===== src/sv/xfd_pkg.sv =====
// Shared types and constants for the XOR-checksum frame deframer.
// No dependencies; imported by xfd_parser and xor_frame_deframer_top.
`timescale 1ns / 1ps

package xfd_pkg;

  // Register indexes on the configuration port
  localparam logic [7:0] CFG_MAX_LEN = 8'd0;
  localparam logic [7:0] CFG_HEAD1   = 8'd1;
  localparam logic [7:0] CFG_HEAD2   = 8'd2;
  localparam logic [7:0] CFG_END     = 8'd3;

  // Register reset values
  localparam logic [7:0] RST_MAX_LEN = 8'd128;
  localparam logic [7:0] RST_HEAD1   = 8'hAA;
  localparam logic [7:0] RST_HEAD2   = 8'h55;
  localparam logic [7:0] RST_END     = 8'hEE;

  // Result kinds
  typedef enum logic [2:0] {
    KIND_DATA   = 3'd0,
    KIND_OK     = 3'd1,
    KIND_LONG   = 3'd2,
    KIND_CSUM   = 3'd3,
    KIND_ENDERR = 3'd4
  } kind_t;

  // Parser phases, one-hot
  typedef enum logic [6:0] {
    PH_HUNT    = 7'b0000001,
    PH_HEAD2   = 7'b0000010,
    PH_ID      = 7'b0000100,
    PH_LEN     = 7'b0001000,
    PH_PAYLOAD = 7'b0010000,
    PH_CHECK   = 7'b0100000,
    PH_END     = 7'b1000000
  } phase_t;

  // Configuration registers as seen by the parser
  typedef struct packed {
    logic [7:0] max_len;
    logic [7:0] head1;
    logic [7:0] head2;
    logic [7:0] end_byte;
  } cfg_t;

  // One parser result word
  typedef struct packed {
    logic       valid;
    kind_t      kind;
    logic [7:0] id;
    logic [7:0] length;
    logic [7:0] index;
    logic [7:0] data;
  } result_t;

endpackage


===== src/sv/xfd_parser.sv =====
// Frame parser: phase register, frame context and the per-byte step logic.
// Depends on xfd_pkg.
`timescale 1ns / 1ps

module xfd_parser import xfd_pkg::*; (
  input  logic       clk,
  input  logic       rst,
  input  logic       step,
  input  logic [7:0] rx_byte,
  input  cfg_t       cfg,
  output result_t    res
);

  phase_t     phase, phase_next;
  logic [7:0] held_id, held_id_next;
  logic [7:0] held_length, held_length_next;
  logic [7:0] payload_count, payload_count_next;
  logic [7:0] running_xor, running_xor_next;
  logic [7:0] count_inc;

  assign count_inc = payload_count + 8'd1;

  // One step of the frame walk
  always_comb begin
    phase_next         = phase;
    held_id_next       = held_id;
    held_length_next   = held_length;
    payload_count_next = payload_count;
    running_xor_next   = running_xor;
    res.valid          = 1'b0;
    res.kind           = KIND_DATA;
    res.id             = held_id;
    res.length         = held_length;
    res.index          = 8'd0;
    res.data           = 8'd0;
    case (phase)
      PH_HEAD2: begin
        phase_next = (rx_byte == cfg.head2) ? PH_ID : PH_HUNT;
      end
      PH_ID: begin
        held_id_next = rx_byte;
        phase_next   = PH_LEN;
      end
      PH_LEN: begin
        if (rx_byte > cfg.max_len) begin
          res.valid  = 1'b1;
          res.kind   = KIND_LONG;
          res.length = rx_byte;
          phase_next = PH_HUNT;
        end else begin
          held_length_next   = rx_byte;
          payload_count_next = 8'd0;
          running_xor_next   = 8'd0;
          phase_next         = (rx_byte == 8'd0) ? PH_CHECK : PH_PAYLOAD;
        end
      end
      PH_PAYLOAD: begin
        res.valid          = 1'b1;
        res.kind           = KIND_DATA;
        res.index          = payload_count;
        res.data           = rx_byte;
        running_xor_next   = running_xor ^ rx_byte;
        payload_count_next = count_inc;
        if (count_inc >= held_length) begin
          phase_next = PH_CHECK;
        end
      end
      PH_CHECK: begin
        if (rx_byte != running_xor) begin
          res.valid  = 1'b1;
          res.kind   = KIND_CSUM;
          phase_next = PH_HUNT;
        end else begin
          phase_next = PH_END;
        end
      end
      PH_END: begin
        res.valid  = 1'b1;
        res.kind   = (rx_byte == cfg.end_byte) ? KIND_OK : KIND_ENDERR;
        phase_next = PH_HUNT;
      end
      default: begin
        // hunting, and any stray phase code
        phase_next = (rx_byte == cfg.head1) ? PH_HEAD2 : PH_HUNT;
      end
    endcase
  end

  // State update on each processed word
  always_ff @(posedge clk) begin
    if (rst) begin
      phase         <= PH_HUNT;
      held_id       <= 8'd0;
      held_length   <= 8'd0;
      payload_count <= 8'd0;
      running_xor   <= 8'd0;
    end else if (step) begin
      phase         <= phase_next;
      held_id       <= held_id_next;
      held_length   <= held_length_next;
      payload_count <= payload_count_next;
      running_xor   <= running_xor_next;
    end
  end

endmodule


===== src/sv/xor_frame_deframer_top.sv =====
// Top level of the XOR-checksum frame deframer: config registers, input
// and result registers around xfd_parser. Depends on xfd_pkg, xfd_parser.
`timescale 1ns / 1ps
//
// Usage:
//   Received bytes arrive on the in_valid/in_ready channel (rx_byte), one
//   word per handshake. Results leave on out_valid/out_ready with
//   result_kind, packet_id, frame_length, byte_index and data_byte: one word
//   for each payload byte, and one status word at the end of each frame or
//   on a length, checksum or end byte error. Header, id, length and a good
//   checksum byte give no result.
//   Configuration is written on cfg_valid/cfg_ready (always ready) with
//   cfg_index 0..3 and cfg_data; other indexes are ignored. Write only while
//   the block is idle.
//   A result is registered: the byte sits in the input register, and the
//   result register loads when the stage advances. Throughput: one byte per
//   cycle while the receiver takes results, set by the step from the input
//   register into the result register and the parser state.
//   Reset (rst, synchronous) sets the parser to hunting for the first header
//   byte and loads the default config. When the receiver stalls, the result
//   register holds its word and in_ready drops once the input register holds
//   a byte; an empty input register still takes one further byte first.

module xor_frame_deframer_top import xfd_pkg::*; (
  input  logic       clk,
  input  logic       rst,
  input  logic       in_valid,
  output logic       in_ready,
  input  logic [7:0] rx_byte,
  output logic       out_valid,
  input  logic       out_ready,
  output logic [2:0] result_kind,
  output logic [7:0] packet_id,
  output logic [7:0] frame_length,
  output logic [7:0] byte_index,
  output logic [7:0] data_byte,
  input  logic       cfg_valid,
  output logic       cfg_ready,
  input  logic [7:0] cfg_index,
  input  logic [7:0] cfg_data
);

  cfg_t       cfg;
  logic       stage_valid;
  logic [7:0] stage_byte;
  logic       advance;
  result_t    res;

  // Configuration registers
  assign cfg_ready = 1'b1;

  always_ff @(posedge clk) begin
    if (rst) begin
      cfg.max_len  <= RST_MAX_LEN;
      cfg.head1    <= RST_HEAD1;
      cfg.head2    <= RST_HEAD2;
      cfg.end_byte <= RST_END;
    end else if (cfg_valid) begin
      case (cfg_index)
        CFG_MAX_LEN: cfg.max_len  <= cfg_data;
        CFG_HEAD1:   cfg.head1    <= cfg_data;
        CFG_HEAD2:   cfg.head2    <= cfg_data;
        CFG_END:     cfg.end_byte <= cfg_data;
        default: ;
      endcase
    end
  end

  // Stage advances when the result register is free or being emptied
  assign advance  = stage_valid && (!out_valid || out_ready);
  assign in_ready = !stage_valid || advance;

  // Input register
  always_ff @(posedge clk) begin
    if (rst) begin
      stage_valid <= 1'b0;
    end else if (in_ready) begin
      stage_valid <= in_valid;
    end
  end

  always_ff @(posedge clk) begin
    if (in_ready && in_valid) begin
      stage_byte <= rx_byte;
    end
  end

  xfd_parser u_parser (
    .clk     (clk),
    .rst     (rst),
    .step    (advance),
    .rx_byte (stage_byte),
    .cfg     (cfg),
    .res     (res)
  );

  // Result register
  always_ff @(posedge clk) begin
    if (rst) begin
      out_valid <= 1'b0;
    end else if (advance) begin
      out_valid <= res.valid;
    end else if (out_ready) begin
      out_valid <= 1'b0;
    end
  end

  always_ff @(posedge clk) begin
    if (advance && res.valid) begin
      result_kind  <= res.kind;
      packet_id    <= res.id;
      frame_length <= res.length;
      byte_index   <= res.index;
      data_byte    <= res.data;
    end
  end

endmodule

===== config.mk =====
export PLATFORM = sky130hd
export DESIGN_NAME = xor_frame_deframer_top
export DESIGN_NICKNAME = d
export VERILOG_FILES = /design/src/sv/xfd_pkg.sv /design/src/sv/xfd_parser.sv /design/src/sv/xor_frame_deframer_top.sv
export SDC_FILE = /design/constraint.sdc
export NUM_CORES = 1
export LEC_CHECK = 0
export BUFFER_PORTS_ARGS = -buffer_cell sky130_fd_sc_hd__buf_2
export CAP_MARGIN = 0
export CORE_ASPECT_RATIO = 0.9
export CORE_MARGIN = 2
export CORE_UTILIZATION = 58
export CTS_CLUSTER_DIAMETER = 80
export DETAILED_ROUTE_END_ITERATION = 6
export PLACE_DENSITY = 0.79
export SYNTH_ARGS = -nofsm -noshare
export SYNTH_HDL_FRONTEND = slang
export SYNTH_HIERARCHICAL = 1
export SYNTH_SLANG_ARGS = --single-unit

===== constraint.sdc =====
create_clock -name clk -period 3.3 [get_ports clk]
set_input_delay 0.825 -clock clk [delete_from_list [all_inputs] [get_ports clk]]
set_output_delay 0.825 -clock clk [all_outputs]
set_load 0.02 [all_outputs]

==> impl_metrics.toml <==
[run_status]
result_of_the_run = "finished, final reports clean"

[yosys]
synth-seq-cells = 116
dominant_combinational_cell_family_by_area_after_synthesis = "simple AND/OR/NAND/NOR gates"
synth-async-reset-ratio_pct = 0
synthMuxAreaShare_pct = 8.517
mappedNetlistArea_um2 = 5744
netlist_instances = 558
count_of_flip_flops_with_a_built_in_enable_after_synthesis = 43
synthesis.area_per_instance_um2 = 10.29
synth_adder_area_share_pct = 3.703
sequential_element_share_of_the_synthesized_area_pct = 47.92
yosysWarnings = 6
yosys-top-cells-area = "dfxtp_1 25%, edfxtp_1 22%, mux2i_1 7.1%"
syn-num-nets = 604
count_of_unique_library_cells_instantiated_by_yosys = 54
synth-main-ff-cell = "dfxtp_1"
synth_simple_gate_area_share_pct = 18.99
synth_top_area_share_pct = 25.44
post_synth_xor_area_fraction_pct = 5.946
synth_largest_area_cell = "dfxtp_1"
synth_compound_area_share_pct = 10.50

[floorplan]
floorplan.initialDensity_pct = 59.48
ioPinCount = 67
dieHeight_um = 98.41
core.rowCount = 34
placeable_core_region_um2 = 9657
die-area_um2 = 10720
floorplan.die.width_um = 108.9

[setup_path]
crit_path_start_kind = "flip-flop"
worst_ep_required_time_ns = 3.75
crit_path_end_kind = "flip-flop"
worst_ep_arrival_time_ns = 3.44
critical_path_class = "flip-flop to flip-flop"
reg2regPathDepth = 12
crit_path_max_fanout = 10

[clock_network]
clock_pin_slew_reported_for_the_worst_setup_and_hold_paths_after_clock_tree_synthesis_ns = 0.06
cts-buffers-inserted = 17
cts_post_setup_buffers_inserted = 0
clk_root_buffer_cell = "clkbuf_8"
hold_buffers = 0
worst_skew_pair.late_latency_ns = 0.52
cts_tree = "yes"
clkSinkCount = 116
cts-resized-gates = 0
cts.path.max_buffers = 2
h_tree_level_count = 4

[pwr]
power_density_nw_per_um2 = 512.1
power.share.switching_pct = 23.08
clkPwrFrac_pct = 51.9
worst_ir_drop_on_vdd_mv = 0.2980
total_leakage_power_nw = 2.769
power.share.sequential_pct = 43.5
totalPowerFinal_w = 0.003466
internal-power_w = 0.002666
net-switching-power_w = 0.0007999
power.share.combinational_pct = 4.7

[placed_design]
detailed_place.area_um2 = 6173
globalplace.congestion = 0.8721
place_hpwl_mm = 8.778
numPortBuffers = 65
place_worst_setup_slack_ns = 0.3427

[worst_hold_path]
worst_hold_path.num_cells = 0
hold_class = "flip-flop to flip-flop"

[drt]
finalWirelength_mm = 13.47
drc_errors = 0
routed_wire_length_per_instance_um = 17.72
postRouteAntennaNets = 0
via_count = 4465
vias_per_cell = 5.875
dr.pass1.iters = 5
detailedRoute.firstIterationViolations = 311

[timing]
finalCritPeriodShare_pct = 90.83
final.setup.tns_ns = 0
worst_case_clock_skew_ns = 0.007155
final.hold.worst_slack_ns = 0.4305
fmax_mhz = 333.6
tightestPinTransition_ns = 0.8023
timing.final.ws_setup_ns = 0.3027
grt_setup_unrepaired = "false"
post_route_minimum_period_ns = 2.997
relSlewSlack_pct = 46.51
final-setup-viol-count = 0
slew_viol_final = 0
report.final.hold_viol_count = 0

[final_layout]
area_growth_pct = 17.82
diodes = 0
layout.cells.most_common = "dfxtp_1"
post-route-cell-area_um2 = 6768
finalNetCount = 667
post_route_cells_drive_above_1_share_pct = 20.19
most-common-layout-cells = "73 x dfxtp_1, 65 x buf_2, 46 x nor2_1"

[grt]
grt_max_degree = 47
grt_pass1_wl_mm = 21.71
antenna_found_initial = 0
vias_in_the_first_global_route = 4353
globalRouteTotalUtil_pct = 26.43
globalRouteOverflowTotal = 0

[job]
maxCapViolCount = 0
## flip-flops by register name, indices dropped and copies added (netlist names)
name,flops
packet_id,8
result_kind,3
stage_byte,8
frame_length,8
byte_index,8
u_parser/held_id,8
u_parser/phase,7
stage_valid,1
out_valid,1
cfg,32
data_byte,8
u_parser/held_length,8
u_parser/running_xor,8
u_parser/payload_count,8
## Yosys cell counts (2+ instances only)
master    count
nor3_1        9
nor4_1        3
nand2_2       2
xnor2_1      28
a221oi_1      5
buf_4         3
nor4_4        2
nand2b_1     34
nand4_1      16
mux2i_1      41
nor2b_1       5
nor2_1       46
or4_1         5
or4b_1        6
edfxtp_1     43
nand3b_1      3
o21ai_0      25
a211oi_1      4
a31oi_1       3
buf_6         2
o31ai_1       9
nand3_2       4
ha_1         17
o32ai_1       3
inv_1        24
and3_1        3
clkbuf_1     23
nand2_1      15
mux2_2        7
dfxtp_1      73
a21o_1        3
nor4b_1       2
o211ai_1      3
nand3_1       4
buf_2         5
a21oi_1      32
and2_1       18
or3_1         2
xor2_1       11
## power by group through the flow
stage,clock [W],combinational [W],sequential (W)
global placement,0,0.000150,0.00153
CTS,0.00181,0.000158,0.00150
floorplan,0,0.000105,0.00152
global route,0.00188,0.000174,0.00151
finish,0.00180,0.000162,0.00151
detailed placement,0,0.000156,0.00154
## worst paths after layout
kind | end | startpoint | slack [ns]
max reg2reg | u_parser/phase[4]$_SDFFE_PP0P_ | u_parser/payload_count[0]$_SDFFE_PP0P_ | 0.30
max | u_parser/phase[4]$_SDFFE_PP0P_ | u_parser/payload_count[0]$_SDFFE_PP0P_ | 0.30
min | packet_id[6]$_DFFE_PP_ | u_parser/held_id[6]$_SDFFE_PP0P_ | 0.43
min reg2reg | packet_id[6]$_DFFE_PP_ | u_parser/held_id[6]$_SDFFE_PP0P_ | 0.43
## critical path: stages (launching register included)
cell and delay (ns):
dfxtp_1 0.42, ha_1 0.26, nand3_1 0.17, nor2_1 0.21, xnor2_1 0.14, inv_1 0.07, ha_1 0.29, and3_1 0.19
o2111ai_1 0.11, a21oi_1 0.24, o41ai_4 0.18, or4_1 0.50, a21oi_1 0.16
## routing by layer
layer  share of wire [%]  global-route usage [%]  vias to the layer above
li1                    -                       -                     2121
met1                  43                   36.05                     2092
met2                  47                   40.80                      220
met3                 8.6                   6.680                       32
met4                 2.0                   9.566                        0
met5                   0                       0                        -
## cells by family after synthesis
family,count (synthesis)
AO/OA/AOI/OAI,95
AND/OR/NAND/NOR,184
buffers and inverters,58
adder cells (fa/ha/maj),17
other,1
multiplexers,48
flip-flops,116
XOR/XNOR,39
## layout make-up
cell class / instances / area [µm²]
Clock inverter: 12 / 116.4
Tap cell: 126 / 157.7
Inverter: 25 / 93.84
Sequential cell: 116 / 2753
Clock buffer: 20 / 478.0
Multi-Input combinational cell: 384 / 2741
Timing Repair Buffer: 77 / 427.9
Fill cell: 706 / 2889
## metrics by stage
stage               utilization [%]  instances
detailed placement            63.93        728
floorplan                         -        558
global route                  70.08        760
global placement              63.93        728
CTS                           70.08        760
finish                        70.08        760
(Power assumes the default switching activity.)
